==> config.mk <==
export PLATFORM = sky130hd
export DESIGN_NAME = sorted_priority_queue
export DESIGN_NICKNAME = d
export VERILOG_FILES = /design/src/rtl/spq_pkg.sv /design/src/rtl/spq_cell.sv /design/src/rtl/sorted_priority_queue.sv
export SDC_FILE = /design/constraint.sdc
export NUM_CORES = 2
export LEC_CHECK = 0
export BUFFER_PORTS_ARGS = -buffer_cell sky130_fd_sc_hd__clkbuf_2
export CAP_MARGIN = 20
export CORE_MARGIN = 10
export CORE_UTILIZATION = 57
export DETAILED_ROUTE_END_ITERATION = 6
export PLACE_DENSITY = 0.83
export SLEW_MARGIN = 10
export SYNTH_ARGS = -nofsm -noshare
export SYNTH_HDL_FRONTEND = slang
export SYNTH_SLANG_ARGS = --single-unit
==> constraint.sdc <==
create_clock -name clk -period 5.05 [get_ports clk]
set_clock_uncertainty 0.2 [all_clocks]
set_input_delay 0.2525 -clock clk [delete_from_list [all_inputs] [get_ports clk]]
set_output_delay 0.2525 -clock clk [all_outputs]
set_load 0.01 [all_outputs]
==> src/rtl/spq_pkg.sv <==
`timescale 1ns / 1ps

package spq_pkg;

	localparam int DATA_W = 32;
	localparam int KIND_W = 2;
	localparam int STATUS_W = 2;
	localparam int COUNT_W = 5;
	localparam int DEFAULT_DEPTH = 16;

	localparam logic [KIND_W-1:0] KIND_INSERT = 2'd0;
	localparam logic [KIND_W-1:0] KIND_REMOVE = 2'd1;
	localparam logic [KIND_W-1:0] KIND_FIND = 2'd2;

	localparam logic [STATUS_W-1:0] ST_DONE = 2'd0;
	localparam logic [STATUS_W-1:0] ST_NOT_FOUND = 2'd1;
	localparam logic [STATUS_W-1:0] ST_FULL = 2'd2;

	typedef struct packed {
		logic ins;
		logic rem;
		logic signed [DATA_W-1:0] value;
	} spq_op_t;

endpackage

==> src/rtl/spq_cell.sv <==
`timescale 1ns / 1ps

module spq_cell #(
	parameter int CELL_IDX = 0,
	parameter int CNT_W = 5
) (
	input  logic                                    clk,
	input  spq_pkg::spq_op_t                        op,
	input  logic [CNT_W-1:0]                        count,
	input  logic                                    prev_gt,
	input  logic signed [spq_pkg::DATA_W-1:0]       prev_value,
	input  logic signed [spq_pkg::DATA_W-1:0]       next_value,
	output logic                                    gt,
	output logic                                    eq,
	output logic signed [spq_pkg::DATA_W-1:0]       value
);

	logic signed [spq_pkg::DATA_W-1:0] value_q;
	logic                              occ;

	assign occ   = CNT_W'(CELL_IDX) < count;
	assign gt    = occ && (value_q > op.value);
	assign eq    = occ && (value_q == op.value);
	assign value = value_q;

	// insert: hold ahead of the slot, drop the word in, shift the rest back
	// remove: pull the next word forward from the match onward
	always_ff @(posedge clk) begin
		if (op.ins && !gt) begin
			value_q <= prev_gt ? op.value : prev_value;
		end else if (op.rem && !gt) begin
			value_q <= next_value;
		end
	end

endmodule

==> src/rtl/sorted_priority_queue.sv <==
`timescale 1ns / 1ps
// Sorted priority queue of signed 32-bit words, largest at the head.
// Input channel: in_valid / in_stall with kind (insert, remove, find) and
// item_value. Output channel: out_valid / out_stall with status, head_value,
// head_valid and entry_count, one result word per input word.
// Every cell of the chain compares its word with item_value in parallel and
// shifts toward or away from its neighbor, so an operation finishes in the
// cycle it is accepted; its result is registered and shows in the next cycle.
// Throughput is one operation per cycle while out_stall stays low.
// While a result waits under out_stall, in_stall is raised and the queue
// holds its contents; the result and the head fields stay steady.
// An insert into a full queue reports full; remove and find report not
// found when no entry matches. Reset (arst_n low) empties the queue and
// drops any pending result; no clearing pass is needed.

module sorted_priority_queue #(
	parameter int QUEUE_DEPTH = spq_pkg::DEFAULT_DEPTH
) (
	input  logic                                     clk,
	input  logic                                     arst_n,
	input  logic                                     in_valid,
	output logic                                     in_stall,
	input  logic [spq_pkg::KIND_W-1:0]               kind,
	input  logic signed [spq_pkg::DATA_W-1:0]        item_value,
	output logic                                     out_valid,
	input  logic                                     out_stall,
	output logic [spq_pkg::STATUS_W-1:0]             status,
	output logic signed [spq_pkg::DATA_W-1:0]        head_value,
	output logic                                     head_valid,
	output logic [spq_pkg::COUNT_W-1:0]              entry_count
);

	localparam int CNT_W = $clog2(QUEUE_DEPTH + 1);
	localparam int OUT_CNT_W = spq_pkg::COUNT_W;

	logic [CNT_W-1:0]                  count_q;
	logic                              out_valid_q;
	logic [spq_pkg::STATUS_W-1:0]      status_q;
	logic                              accept;
	logic                              full;
	logic                              found;
	logic [spq_pkg::STATUS_W-1:0]      status_d;
	spq_pkg::spq_op_t                  op;
	logic [QUEUE_DEPTH-1:0]            gt_vec;
	logic [QUEUE_DEPTH-1:0]            eq_vec;
	logic signed [spq_pkg::DATA_W-1:0] cell_val [QUEUE_DEPTH];

	assign in_stall = out_valid_q && out_stall;
	assign accept   = in_valid && !in_stall;
	assign full     = count_q == CNT_W'(QUEUE_DEPTH);
	assign found    = |eq_vec;

	assign op.ins   = accept && (kind == spq_pkg::KIND_INSERT) && !full;
	assign op.rem   = accept && (kind == spq_pkg::KIND_REMOVE) && found;
	assign op.value = item_value;

	genvar gi;
	generate
		for (gi = 0; gi < QUEUE_DEPTH; gi++) begin : g_cell
			spq_cell #(
				.CELL_IDX(gi),
				.CNT_W(CNT_W)
			) u_cell (
				.clk(clk),
				.op(op),
				.count(count_q),
				.prev_gt(gi == 0 ? 1'b1 : gt_vec[(gi == 0) ? 0 : gi - 1]),
				.prev_value(cell_val[(gi == 0) ? 0 : gi - 1]),
				.next_value(cell_val[(gi == QUEUE_DEPTH - 1) ? gi : gi + 1]),
				.gt(gt_vec[gi]),
				.eq(eq_vec[gi]),
				.value(cell_val[gi])
			);
		end
	endgenerate

	always_comb begin
		case (kind)
			spq_pkg::KIND_INSERT: status_d = full ? spq_pkg::ST_FULL : spq_pkg::ST_DONE;
			spq_pkg::KIND_REMOVE: status_d = found ? spq_pkg::ST_DONE : spq_pkg::ST_NOT_FOUND;
			spq_pkg::KIND_FIND:   status_d = found ? spq_pkg::ST_DONE : spq_pkg::ST_NOT_FOUND;
			default:              status_d = spq_pkg::ST_NOT_FOUND;
		endcase
	end

	always_ff @(posedge clk or negedge arst_n) begin
		if (!arst_n) begin
			count_q     <= '0;
			out_valid_q <= 1'b0;
		end else begin
			if (op.ins) begin
				count_q <= count_q + CNT_W'(1);
			end else if (op.rem) begin
				count_q <= count_q - CNT_W'(1);
			end
			if (accept) begin
				out_valid_q <= 1'b1;
			end else if (!out_stall) begin
				out_valid_q <= 1'b0;
			end
		end
	end

	always_ff @(posedge clk) begin
		if (accept) begin
			status_q <= status_d;
		end
	end

	assign out_valid   = out_valid_q;
	assign status      = status_q;
	assign head_valid  = count_q != '0;
	assign head_value  = head_valid ? cell_val[0] : '0;
	assign entry_count = OUT_CNT_W'(count_q);

`ifndef ASSERT_OFF
	a_count_bound: assert property (@(posedge clk) disable iff (!arst_n)
		count_q <= CNT_W'(QUEUE_DEPTH))
		else $error("entry count exceeds queue depth");

	a_stall_pending: assert property (@(posedge clk) disable iff (!arst_n)
		in_stall |-> out_valid_q)
		else $error("input stalled with no pending result");

	a_insert_grows: assert property (@(posedge clk) disable iff (!arst_n)
		op.ins |=> count_q == $past(count_q) + CNT_W'(1))
		else $error("insert did not grow the queue");

	a_held_count: assert property (@(posedge clk) disable iff (!arst_n)
		in_stall |=> $stable(count_q))
		else $error("queue changed while result was held");

	a_head_order: assert property (@(posedge clk) disable iff (!arst_n)
		count_q >= CNT_W'(2) |-> cell_val[0] >= cell_val[1])
		else $error("head entries out of order");
`endif

endmodule
==> flow_metrics.tcl <==
set metrics [dict create \
    status "finished, violations left" \
    violations "DRC" \
    synth_top_area_share_pct 40.8 \
    drc_errors 1 \
    area_growth_pct 10.4 \
    drtPass1Iterations 7 \
    final_nets 4385 \
    ys_async_sr_fraction_pct 1.15 \
    synthTopCellsByArea "edfxtp_1 41%, ha_1 17%, mux2i_1 8.6%" \
    critPathSlowestCell "nor4_1" \
    htree_levels 2 \
    fin_tns_setup_ns 0 \
    slew_headroom_pct 43.0 \
    gr-usage-all-layers_pct 27.5 \
    fp.dieW_um 278 \
    wl_met1_um 43600 \
    hold_class "input pin to register" \
    min_period_ns 4.52 \
    drtIter0Drc 3630 \
    start_util_pct 57.5 \
    hold_violations 0 \
    path_cells "dlygate4sd3_1 > clkbuf_2 > inv_1 > buf_4 > ha_1 > nand4_1 > nor4_1 > nand3_1 > o2111ai_1 > nor3_1 > nand3_1 > a211o_1 > a31oi_2 > buf_4 > a21oi_4 > buf_4" \
    post-route-period-util_pct 89.5 \
    cts_tree "built" \
    routed.top_layer "met4" \
    dieArea_um2 77100 \
    drt-wirelength-per-cell_um 23.2 \
    antenna_left 0 \
    post_cts_buffers 0 \
    post_cts_resize_count 0 \
    overflow 0 \
    wl_met2_um 50700 \
    antenna_found_initial 2 \
    cts.clk_slew.worst_paths_ns 0.06 \
    maxSlewViolCount 0 \
    rsz0062_at_grt "no" \
    cpPeakStageDelay_ns 0.72 \
    arrival_ns 4.65 \
    synth_top_cell_by_area "edfxtp_1" \
    syn_area_um2 37900 \
    route.met3.wl_um 10000 \
    numPortBuffers 79 \
    wl_um 110000 \
    cap_viol_max_count 0 \
    fillCellCount 5054 \
    clk_latency_ns 0.64 \
    end_kind "register" \
    synth_cell_types 72 \
    seq_area_um2 15600 \
    seq_area_frac_synth_pct 41.2 \
    synth_ff_type "edfxtp_1" \
    clkSinkCount 520 \
    num_vias 30994 \
    synth_edf_count 514 \
    hold_buffers 9 \
    syn-num-nets 4305 \
    syn_inst 3749 \
    cts_buffer_depth 3 \
    vias_per_cell 6.54 \
    p_leak_uw 0.0172 \
    dp_hpwl_um 83200 \
    grt_pass1_wl_um 171000 \
    gp_congestion 0.971 \
    ctsRootBufferMaster "clkbuf_16" \
    ys_ff_latch 520 \
    critPathMaxFanout 16 \
    syn_area_per_cell_um2 10.1 \
    drive_above_1_share_pct 11.2 \
    setup-violations-final 0 \
    core-area_um2 65900 \
    fin_util_pct 63.5 \
    cp-start-kind "input pin" \
    grt_max_degree 66 \
    numCtsBuffers 57 \
    ir_worst_vdd_v 0.000269 \
    crit_type "input pin to register" \
    multi_input_area_um2 21300 \
    die_h_um 278 \
    yosys_warnings 0 \
    worst_pin_slew_ns 0.853 \
    max_freq_mhz 221 \
    rows 94 \
    cpMostUsedCell "buf_4" \
    top_level_ports 80 \
    cp.required_ns 5.18 \
    first_global_vias 30402 \
    power.density_nw_per_um2 329 \
]
## placed cells by master, fill, tap and decap left out, types with 27 or more instances in the layout
cell type,Yosys,routed
buf_4,5,128
and2_1,43,40
nand3_1,35,34
nor2b_1,27,27
mux2_2,86,86
nor2_1,280,270
nand2_1,329,329
nand4_1,118,118
o21ai_0,247,247
nor3_1,45,45
o21ai_1,65,65
a21oi_1,530,526
clkbuf_16,0,59
edfxtp_1,514,514
a21o_1,90,90
ha_1,518,518
clkbuf_2,1,79
inv_1,75,75
mux2i_1,326,323
## stage by stage
step           instance area [um2]  setup slack (ns)  power [uW]  hold slack [ns]  instances
2_1_floorplan                37900             0.309        8360           -0.243       3749
3_3_place_gp                 40000             0.210        9490          -0.0934       4625
3_5_place_dp                 40000             0.184        9610          -0.0904       4625
4_1_cts                      41800             0.728       13700          0.00135       4736
5_1_grt                      41800             0.392       14300           0.0234       4738
6_report                     41800             0.532       13700           0.0338       4738
## logic make-up after synthesis
group	Yosys count	synth area share (%)
AO/OA/AOI/OAI	1056	15.7
AND/OR/NAND/NOR	940	11.3
flip-flops	520	41.2
adder cells (fa/ha/maj)	518	17.1
multiplexers	423	11.5
buffers and inverters	288	3.11
XOR/XNOR	4	0.0925
## final cells by class
| class | count | area share, % |
|---|---|---|
| multi-input combinational | 2941 | 51.0 |
| sequential | 520 | 37.3 |
| timing repair buffer | 233 | 4.27 |
| clock buffer | 69 | 3.62 |
| tap | 864 | 2.59 |
| inverter | 76 | 0.682 |
| clock inverter | 33 | 0.569 |
| antenna | 2 | 0.0120 |
## registers in the layout, summed over array words and instances, names as in the netlist
register / flops
out_valid: 1
status: 2
entry_count: 5
g_cell.u_cell.value: 512
## power breakdown
part	switching [uW]	total, uW	leakage (uW)	internal, uW
clock	1830	4100	0.000856	2270
sequential	213	5230	0.00475	5020
combinational	2680	4410	0.0116	1730
## synthesized netlist by cell type (3+ instances only)
cell and number:
a2111oi_0 4, o2111ai_1 3, inv_1 75, o22ai_1 3
mux2_1 9, or3_1 6, buf_4 5, o21ai_1 65
edfxtp_1 514, o21a_1 10, buf_1 25, and4_1 6
nand4_1 118, nor4_1 23, xnor2_1 4, nor3_1 45
buf_2 61, a211oi_1 20, mux2i_1 326, o2111a_1 3
o31ai_1 8, a2111o_1 7, and2_1 43, a21o_1 90
a211o_1 4, nor3b_1 3, nor2b_1 27, nand3_1 35
clkbuf_1 120, nor2_1 280, nand2_1 329, o21ai_0 247
nand2b_1 13, ha_1 518, o21bai_1 5, a31oi_1 4
dfrtp_1 6, a221oi_1 6, a21oi_1 530, o211ai_1 23
mux2_2 86
## layer usage
metal	vias up	global-route usage (%)
met5	-	0
met4	0	13.8
met3	310	4.18
met2	1659	44.8
met1	14658	35.3
li1	14367	-
## critical path: cells and delay by family
family                   cells  cell delay (ns)
buffers and inverters        6             1.95
AND/OR/NAND/NOR              5             1.47
AO/OA/AOI/OAI                4             0.78
adder cells (fa/ha/maj)      1             0.17
## worst paths after layout
check / start / slack, ns / endpoint / cells after the start
min reg2reg: g_cell[13].u_cell.value[31] / 0.39 / g_cell[12].u_cell.value[31] / 2
min: item_value[24] / 0.03 / g_cell[15].u_cell.value[24] / 3
max reg2reg: g_cell[9].u_cell.value[27] / 0.61 / g_cell[6].u_cell.value[5] / 12
max in group asynchronous: arst_n / 3.90 / out_valid / 3
max: item_value[10] / 0.53 / g_cell[6].u_cell.value[5] / 16
min in group asynchronous: arst_n / 0.45 / entry_count[0] / 3
No activity file was read; power rests on OpenSTA's default activity.
